[config.mk]
export PLATFORM = sky130hd
export DESIGN_NAME = recursive_rw_lock_unit_core
export DESIGN_NICKNAME = d
export VERILOG_FILES = /design/src/rrwl_pkg.sv /design/src/recursive_rw_lock_unit_core.sv
export SDC_FILE = /design/constraint.sdc
export NUM_CORES = 1
export LEC_CHECK = 0
export ABC_AREA = 1
export ABC_CLOCK_PERIOD_IN_PS = 2200
export BUFFER_PORTS_ARGS = -buffer_cell sky130_fd_sc_hd__buf_4
export CAP_MARGIN = 30
export CELL_PAD_IN_SITES_DETAIL_PLACEMENT = 0
export CELL_PAD_IN_SITES_GLOBAL_PLACEMENT = 1
export CORE_ASPECT_RATIO = 0.75
export CORE_UTILIZATION = 37
export CTS_CLUSTER_DIAMETER = 50
export CTS_CLUSTER_SIZE = 16
export DETAILED_ROUTE_END_ITERATION = 16
export GPL_ROUTABILITY_DRIVEN = 0
export PLACE_DENSITY_LB_ADDON = 0.1
export SYNTH_ARGS = -nofsm -noshare
export SYNTH_HDL_FRONTEND = slang
export SYNTH_SLANG_ARGS = --single-unit
[constraint.sdc]
create_clock -name clk_i -period 2.2 [get_ports clk_i]
set_input_delay 0.55 -clock clk_i [delete_from_list [all_inputs] [get_ports clk_i]]
set_output_delay 0.55 -clock clk_i [all_outputs]
set_load 0.02 [all_outputs]
[src/rrwl_pkg.sv]
package rrwl_pkg;

  localparam int unsigned IdWidthDefault    = 16;
  localparam int unsigned CountWidthDefault = 16;

  localparam int unsigned ActionWidth = 2;
  localparam int unsigned ReqIdWidth  = 16;
  localparam int unsigned ViewWidth   = 16;
  localparam int unsigned StatWidth   = 32;

  typedef enum logic [ActionWidth-1:0] {
    ACT_READ   = 2'd0,
    ACT_WRITE  = 2'd1,
    ACT_UNLOCK = 2'd2
  } action_e;

endpackage

[src/recursive_rw_lock_unit_core.sv]
// Channel  | Handshake               | Beat fields
// ---------+-------------------------+-------------------------------------------
// request  | in_valid_i / in_ready_o | action_i, requester_id_i
// response | out_valid_o/out_ready_i | granted_o, fault_o, reader_count_o,
//          |                         | write_depth_o, owner_id_o, read_grants_o,
//          |                         | write_grants_o, write_misses_o
//
// One request per cycle while no response is stalled; the response appears the cycle after acceptance.
// Lock state and counters update at acceptance, the response fields read them.
// A stalled response holds; the next request is taken in the same cycle the
// response is taken. Reset clears lock state, counters and out_valid_o.
module recursive_rw_lock_unit_core #(
  parameter int unsigned ID_WIDTH    = rrwl_pkg::IdWidthDefault,
  parameter int unsigned COUNT_WIDTH = rrwl_pkg::CountWidthDefault
) (
  input  logic                             clk_i,
  input  logic                             rst_ni,
  input  logic                             in_valid_i,
  output logic                             in_ready_o,
  input  logic [rrwl_pkg::ActionWidth-1:0] action_i,
  input  logic [rrwl_pkg::ReqIdWidth-1:0]  requester_id_i,
  output logic                             out_valid_o,
  input  logic                             out_ready_i,
  output logic                             granted_o,
  output logic                             fault_o,
  output logic [rrwl_pkg::ViewWidth-1:0]   reader_count_o,
  output logic [rrwl_pkg::ViewWidth-1:0]   write_depth_o,
  output logic [rrwl_pkg::ViewWidth-1:0]   owner_id_o,
  output logic [rrwl_pkg::StatWidth-1:0]   read_grants_o,
  output logic [rrwl_pkg::StatWidth-1:0]   write_grants_o,
  output logic [rrwl_pkg::StatWidth-1:0]   write_misses_o
);
  import rrwl_pkg::*;

  localparam int unsigned IdW = (ID_WIDTH < ReqIdWidth) ? ID_WIDTH : ReqIdWidth;

  logic [COUNT_WIDTH-1:0] readers_q, readers_d;
  logic [COUNT_WIDTH-1:0] level_q, level_d;
  logic [IdW-1:0]         writer_q, writer_d;
  logic [StatWidth-1:0]   rd_grants_q, rd_grants_d;
  logic [StatWidth-1:0]   wr_grants_q, wr_grants_d;
  logic [StatWidth-1:0]   wr_misses_q, wr_misses_d;
  logic                   granted_q, granted_d;
  logic                   fault_q, fault_d;
  logic                   out_valid_q;

  logic [IdW-1:0] req_id;
  logic           in_fire;
  logic           readers_full, level_full, is_owner;
  logic [31:0]    readers_ext, level_ext;

  assign in_ready_o = !out_valid_q || out_ready_i;
  assign in_fire    = in_valid_i && in_ready_o;

  assign req_id       = requester_id_i[IdW-1:0];
  assign readers_full = (readers_q == {COUNT_WIDTH{1'b1}});
  assign level_full   = (level_q == {COUNT_WIDTH{1'b1}});
  assign is_owner     = (writer_q == req_id);

  always_comb begin
    readers_d   = readers_q;
    level_d     = level_q;
    writer_d    = writer_q;
    rd_grants_d = rd_grants_q;
    wr_grants_d = wr_grants_q;
    wr_misses_d = wr_misses_q;
    granted_d   = 1'b0;
    fault_d     = 1'b0;
    unique case (action_i)
      ACT_READ: begin
        if (level_q == '0) begin
          if (readers_full) begin
            fault_d = 1'b1;
          end else begin
            readers_d   = readers_q + 1'b1;
            rd_grants_d = rd_grants_q + 1'b1;
            granted_d   = 1'b1;
          end
        end else if (is_owner) begin
          if (level_full) begin
            fault_d = 1'b1;
          end else begin
            level_d     = level_q + 1'b1;
            wr_grants_d = wr_grants_q + 1'b1;
            granted_d   = 1'b1;
          end
        end
      end
      ACT_WRITE: begin
        if (readers_q == '0 && level_q == '0) begin
          level_d     = COUNT_WIDTH'(1);
          writer_d    = req_id;
          wr_grants_d = wr_grants_q + 1'b1;
          granted_d   = 1'b1;
        end else if (readers_q != '0 || !is_owner) begin
          wr_misses_d = wr_misses_q + 1'b1;
        end else if (level_full) begin
          fault_d = 1'b1;
        end else begin
          level_d   = level_q + 1'b1;
          granted_d = 1'b1;
        end
      end
      ACT_UNLOCK: begin
        if (readers_q != '0) begin
          readers_d = readers_q - 1'b1;
          granted_d = 1'b1;
        end else if (level_q != '0 && is_owner) begin
          level_d   = level_q - 1'b1;
          granted_d = 1'b1;
          if (level_q == COUNT_WIDTH'(1)) begin
            writer_d = '0;
          end
        end else begin
          fault_d = 1'b1;
        end
      end
      default: ;
    endcase
  end

  always_ff @(posedge clk_i or negedge rst_ni) begin
    if (!rst_ni) begin
      readers_q   <= '0;
      level_q     <= '0;
      writer_q    <= '0;
      rd_grants_q <= '0;
      wr_grants_q <= '0;
      wr_misses_q <= '0;
      out_valid_q <= 1'b0;
    end else begin
      if (in_fire) begin
        readers_q   <= readers_d;
        level_q     <= level_d;
        writer_q    <= writer_d;
        rd_grants_q <= rd_grants_d;
        wr_grants_q <= wr_grants_d;
        wr_misses_q <= wr_misses_d;
        out_valid_q <= 1'b1;
      end else if (out_ready_i) begin
        out_valid_q <= 1'b0;
      end
    end
  end

  always_ff @(posedge clk_i) begin
    if (in_fire) begin
      granted_q <= granted_d;
      fault_q   <= fault_d;
    end
  end

  // lock state only moves on a new beat, so it doubles as the response payload
  assign readers_ext    = 32'(readers_q);
  assign level_ext      = 32'(level_q);
  assign out_valid_o    = out_valid_q;
  assign granted_o      = granted_q;
  assign fault_o        = fault_q;
  assign reader_count_o = readers_ext[ViewWidth-1:0];
  assign write_depth_o  = level_ext[ViewWidth-1:0];
  assign owner_id_o     = ViewWidth'(writer_q);
  assign read_grants_o  = rd_grants_q;
  assign write_grants_o = wr_grants_q;
  assign write_misses_o = wr_misses_q;

  a_excl_hold: assert property (@(posedge clk_i) disable iff (!rst_ni)
    !(readers_q != '0 && level_q != '0))
    else $error("read and write holds coexist");

  a_owner_clear: assert property (@(posedge clk_i) disable iff (!rst_ni)
    (level_q == '0) |-> (writer_q == '0))
    else $error("owner kept without write hold");

  a_grant_fault: assert property (@(posedge clk_i) disable iff (!rst_ni)
    out_valid_o |-> !(granted_o && fault_o))
    else $error("grant and fault together");

  a_read_inc: assert property (@(posedge clk_i) disable iff (!rst_ni)
    (in_fire && action_i == ACT_READ && level_q == '0 && !readers_full)
      |=> (readers_q == $past(readers_q) + 1'b1) && granted_o)
    else $error("free read not counted");

endmodule

== After elaboration in Yosys (flattened, before gate mapping) ==
Index checks and enable logic that the tools add are counted.

* Output and inout port bits: 148
* Word-level logic and storage cells: 100
* Input bits: 22
* Flip-flop bits (word level): 147

* Bitwise logic cells: 2
* Reduce and logical (&&, ||, !) cells: 23
* Mux-type cells: 42
* Add/subtract/negate cells: 7
* Equality and inequality tests: 17

{| class="wikitable"
|+ Operators by type and width
! kind !! number
|-
| 16-bit two-way mux || 14
|-
| 32-bit two-way mux || 4
|-
| 32-bit by 1-bit adder with 32-bit output, second input constant || 3
|-
| 16-bit case mux with 2 select lines || 2
|-
| 32-bit case mux with 2 select lines || 1
|-
| 16-bit case mux with 3 select lines || 1
|-
| 16-bit by 1-bit adder with 16-bit output, second input constant || 2
|-
| 16-bit == test, second input constant || 2
|-
| 16-bit logical NOT || 2
|-
| 16-bit nonzero test || 2
|-
| 16-bit by 1-bit subtractor with 16-bit output, second input constant || 2
|-
| 2-bit inequality test, second input constant || 10
|-
| 1-bit two-way mux || 18
|-
| 16-bit by 1-bit == test with 1-bit output, second input constant || 1
|-
| 16-bit == test || 1
|-
| 6-bit AND reduction || 2
|-
| 4-bit AND reduction || 2
|-
| 2-bit nonzero test || 4
|-
| 7-bit AND reduction || 1
|-
| 1-bit case mux with 3 select lines || 2
|-
| 5-bit AND reduction || 1
|-
| 1-bit logical AND || 3
|-
| 3-bit inequality test, second input constant || 1
|-
| 3-bit nonzero test || 1
|-
| other kinds (6) || 9
|}

== Longest topological paths before layout ==
* Depth after elaboration: 6
* Gate-level depth with buffers: 14
* Gate-level depth less buffers: 13

== Least setup slack after synthesis ==
OpenSTA, ideal clock, no wires.

* Kind: in2reg
* Start point: input action_i[0] in the netlist's numbering
* End point: register readers_q[14], in the netlist reader_count_o[14]
* Arrival time: 2.280 ns
* Setup time: 0.126 ns
* Required time: 2.074 ns
* Stages on the path: 10
* Buffers on the path: 0
* Path slack: -0.207 ns
* Cells stage by stage: inv_1 > ha_1 > ha_1 > a21oi_1 > nand2_1 > a21boi_0 > nand3b_1 > nand3_1 > nand3_1 > o21ai_0

* Longest elaborated chain between the ends: 3
* Elaborated cells on any way between the ends: 8
* Classes of those cells: 4 x eq/ne; 1 x mux; 3 x reduce/logical

{| class="wikitable"
|+ RTL lines
! item !! RTL line !! source
|-
| start, declared || recursive_rw_lock_unit_core.sv:20 || <nowiki>input logic [rrwl_pkg::ActionWidth-1:0] action_i,</nowiki>
|-
| 2-bit == test / 2-bit logical NOT (equally long branches) || recursive_rw_lock_unit_core.sv:69 || <nowiki>unique case (action_i)</nowiki>
|-
| 2-bit inequality test (no source line) / 2-bit nonzero test (equally long branches) || n/a ||
|-
| 5-bit AND reduction (no source line) || n/a ||
|-
| end signal, assigned || recursive_rw_lock_unit_core.sv:133 || <nowiki>readers_q <= readers_d;</nowiki>
|-
| end, declared || recursive_rw_lock_unit_core.sv:37 || <nowiki>logic [COUNT_WIDTH-1:0] readers_q, readers_d;</nowiki>
|}

Several ways; a longest one is shown, not always the timed one.
A chain may end at the register's enable or synchronous reset.

== Worst setup path after layout ==
* Start point: register level_q[0], in the netlist write_depth_o[0]
* End point: register wr_grants_q[2], in the netlist write_grants_o[2]

* Longest elaborated chain between the ends: 4
* Elaborated cells on any way between the ends: 7
* Classes of those cells: 4 x eq/ne; 3 x reduce/logical

{| class="wikitable"
|+ RTL lines
! item !! RTL line !! source
|-
| start, declared || recursive_rw_lock_unit_core.sv:38 || <nowiki>logic [COUNT_WIDTH-1:0] level_q, level_d;</nowiki>
|-
| start signal, assigned || recursive_rw_lock_unit_core.sv:134 || <nowiki>level_q <= level_d;</nowiki>
|-
| 16-bit logical NOT || recursive_rw_lock_unit_core.sv:71, recursive_rw_lock_unit_core.sv:90 ||
|-
| 1-bit logical AND || recursive_rw_lock_unit_core.sv:90 || <nowiki>if (readers_q == '0 && level_q == '0) begin</nowiki>
|-
| 2-bit inequality test (no source line) || n/a ||
|-
| 6-bit AND reduction (no source line) (*) || n/a ||
|-
| end signal, assigned || recursive_rw_lock_unit_core.sv:137 || <nowiki>wr_grants_q <= wr_grants_d;</nowiki>
|-
| end, declared || recursive_rw_lock_unit_core.sv:41 || <nowiki>logic [StatWidth-1:0] wr_grants_q, wr_grants_d;</nowiki>
|}

Every way passes the cells marked *; elsewhere a longest branch is shown, timed or not.

==> implementation parameters <==
Parameter                              Value

Status
  Outcome ... finished, final reports clean

Power
  Internal Power ... 7.77 mW
  Leakage power figure ... between 6 and 7 nW
  Net switching power ... around 5.9 mW
  Fraction of power consumed by the clock network ... 0.218
  Share of power burned in registers ... 0.301
  PnR Total Power ... 13.6 mW
  Highest ir drop seen on vdd ... slightly below 0.7 mV
  Fraction of power spent switching nets ... 0.431
  Comb pwr share ... 0.481
  Cell Pwr Density ... 1020 nW/um2

Timing
  Setup WS post-layout ... 119 ps
  Unrepaired setup endpoints after global routing ... no
  Final Cycle Share ... 0.946
  Fmax ... around 0.48 GHz
  Tightest slew margin relative to the limit ... 0.696
  Finish-stage setup viols ... 0
  Worst-case clock skew ... 10.6 ps
  Transition at the pin with the smallest max-transition slack ... ~460 ps
  Final Max Slew Viols ... 0
  Final min period ... 2080 ps
  Number of failing hold endpoints at the final stage ... 0
  Setup TNS ... 0 ps

Worst setup path
  Required time at the worst-slack endpoint ... 2510 ps
  Category of the critical setup timing path ... reg -> reg
  Critical Path Slowest Stage Cell ... sky130_fd_sc_hd__dfrtp_2
  Worst reg2reg path depth ... 13
  Type of origin of the critical path ... flip-flop
  Launch instance of the worst register-to-register path ... write_depth_o[0]
  Worst reg2reg path endpoint ... write_grants_o[2]
  Crit. Startpoint ... write_depth_o[0]
  Arr. time, crit path ... between 2000 and 2500 ps
  Worst stage delay on the critical path ... between 400 and 500 ps
  Family with the most delay on the worst path ... simple AND/OR/NAND/NOR gates
  R2R Setup Slk ... 120 ps
  Maximum fanout count along the critical path ... 19
  CP bufs+invs ... 3
  Endpoint class of the critical path ... flip-flop
  Crit-path cells ... inv_2 > ha_4 > nand3_4 > nor2_4 > nand2_4 > nor2_2 > nor2_2 > buf_4 > nor3_4 > nand2_4 > buf_12 > nand2_1 > o21ai_0

Synthesis
  Unique masters post-synth ... 40
  Average instance area after synthesis ... 6.87 um2
  Sequential element share of the synthesized area ... 0.361
  Most area-consuming cells after synthesis ... sky130_fd_sc_hd__dfrtp_1, sky130_fd_sc_hd__nand2_1, sky130_fd_sc_hd__xor2_1
  Dominant synthesized flop cell ... sky130_fd_sc_hd__dfrtp_1
  Synthesized flop and latch total ... 147
  Number of synthesis warnings ... 0
  Count of flip-flops with a built-in enable after synthesis ... 2
  Synth area leader ... sky130_fd_sc_hd__dfrtp_1
  Synth Net Count ... 1536
  Share of the synthesized area in the top cell type ... 0.355
  Most frequent cell after synthesis ... sky130_fd_sc_hd__nand2_1
  Post-Syn Area ... slightly above 10000 um2
  Synth cell count leaders ... sky130_fd_sc_hd__nand2_1, sky130_fd_sc_hd__nor2_1, sky130_fd_sc_hd__dfrtp_1
  Mapped Cells ... 1488
  Share of flip-flops with an asynchronous set or reset ... 0.986

CTS
  H-Tree Depth ... 4
  Skew-Pair Late Insertion Delay ... roughly 440 ps
  Clk sinks ... 147
  Clock edge transition at the registers on the reported setup and hold paths ... 70 ps
  Largest buffer count on any clock path ... 2
  CTS buffer count ... 17
  Root buffer cell ... sky130_fd_sc_hd__clkbuf_16
  # hold bufs at CTS ... 0
  Clock tree from TritonCTS ... built

Place
  Detailed placement HPWL ... 24500 um
  Buffers on Ports ... around 170
  Total placed cells including tap cells ... 2086
  Worst-case setup slack after placement ... -267 ps

Worst hold path
  Hold WC Path Type ... in -> async

Drt
  Initial drt markers ... between 600 and 700
  First-pass DRT Iterations ... 4
  Via density per instance ... between 4 and 5
  DRC violation count after routing ... 0
  Number of vias after detailed routing ... 10335
  Wirelength per Cell ... 15.0 um
  Residual antenna-violating net count after detailed routing ... 0
  Overall routed net length ... 31900 um

Final layout
  Fraction of layout instances using a drive strength above 1 ... 0.202
  Count of antenna diodes in the layout ... 0
  Fin nets ... 1804
  Area Growth Syn to Fin ... 30.9%
  Multi-input combinational cell area ... 5840 um2
  Fill cell instance count of the final layout ... between 2000 and 3000
  Area used by sequential logic in the layout ... 3690 um2
  Final Non-Filler Cells ... 2120

Floorplan
  Starting density of the core ... 0.378
  Floorplan core area ... 27100 um2
  Height of the die ... 146 um
  # IOs ... 170
  DIE WIDTH ... 194 um
  Number of standard-cell rows in the floorplan ... 52
  Die footprint ... 28300 um2

Run
  Reported max-cap violation count ... 0

Global routing
  Total GRT Usage ... 0.228
  Vias in the first global route ... 9587
  Initial antenna violation count ... 0
  Largest net degree at the start of global routing ... 42
  Global-route wire length before repair ... between 50000 and 60000 um
  Total congestion overflow ... 0
[kinds of logic after synthesis]
group,after synthesis,share of synthesized area
DFF,147,0.361
buffers and inverters,176,0.0739
AOI/OAI and AO/OA,98,0.0524
xor gates and xnor gates,111,0.0950
and+or+nand+nor,930,0.386
adders and majority gates,26,0.0325
[placed cells by master (no fill, tap or decap), types with 9 or more instances in the layout]
| master | n |
|---|---|
| sky130_fd_sc_hd__nor3_1 | 50 |
| sky130_fd_sc_hd__buf_12 | 11 |
| sky130_fd_sc_hd__nand3_1 | 122 |
| sky130_fd_sc_hd__o21ai_0 | 58 |
| sky130_fd_sc_hd__nor2_1 | 165 |
| sky130_fd_sc_hd__nand4_1 | 27 |
| sky130_fd_sc_hd__ha_1 | 23 |
| sky130_fd_sc_hd__nand2_1 | 523 |
| sky130_fd_sc_hd__buf_4 | 272 |
| sky130_fd_sc_hd__xnor2_1 | 28 |
| sky130_fd_sc_hd__dfrtp_1 | 143 |
| sky130_fd_sc_hd__nor2_2 | 9 |
| sky130_fd_sc_hd__inv_1 | 134 |
| sky130_fd_sc_hd__a21oi_1 | 20 |
| sky130_fd_sc_hd__xor2_1 | 83 |
| sky130_fd_sc_hd__clkbuf_16 | 18 |
[how the worst max path moves through the flow]
| stage | cells past startpoint | to | slack (ps) |
|---|---|---|---|
| finish | 13 | write_grants_o[2] | 120 |
| CTS | 13 | write_grants_o[5] | 80 |
| global route | 12 | write_grants_o[2] | 2 |
| floorplan | 10 | owner_id_o[10] | 20 |
| global placement | 12 | reader_count_o[14] | -210 |
| detailed placement | 12 | reader_count_o[14] | -270 |
[sequential cells by signal (all words and copies together) (netlist names)]
register,count
read_grants_o,32
write_misses_o,32
fault_o,1
write_depth_o,16
granted_o,1
out_valid_o,1
write_grants_o,32
owner_id_o,16
reader_count_o,16
[stage by stage]
stage,utilization,area (um2),hold WS [ps]
global route,0.495,13400,62.4
CTS,0.492,13300,48.9
finish,0.495,13400,45.1
detailed placement,0.470,12700,514
global placement,0.470,12700,510
floorplan,-,10200,254
[cell type report]
type | count | share of cell area
multi-input combinational | 1165 | 0.437
tap | 351 | 0.0328
sequential | 147 | 0.276
clock buffer | 21 | 0.0337
clock inverter | 11 | 0.00963
timing repair buffer | 286 | 0.173
inverter | 139 | 0.0391
[metal layers]
metal,global-route usage,share of wire
met1,0.356,0.53
met2,0.329,0.42
met3,0.0317,0.045
met4,0.0512,0.0096
met5,0,0
[power groups by stage]
stage                     Clock, mW  Sequential (mW)  Combinational [mW]
after detailed placement          0             4.13                6.48
after global placement            0             4.14                6.43
after global routing           3.13             4.20                7.24
final                          2.98             4.10                6.57
after CTS                      3.05             4.09                6.51
after floorplan                   0             4.68                3.21
[what timing repair did]
action | in CTS | in global routing
setup buffers | 0 | 1
hold endpoints to repair | 0 | 0
gates resized for setup | 0 | 14
endpoints found under the setup margin | 0 | 84
(Power assumes the default switching activity.)
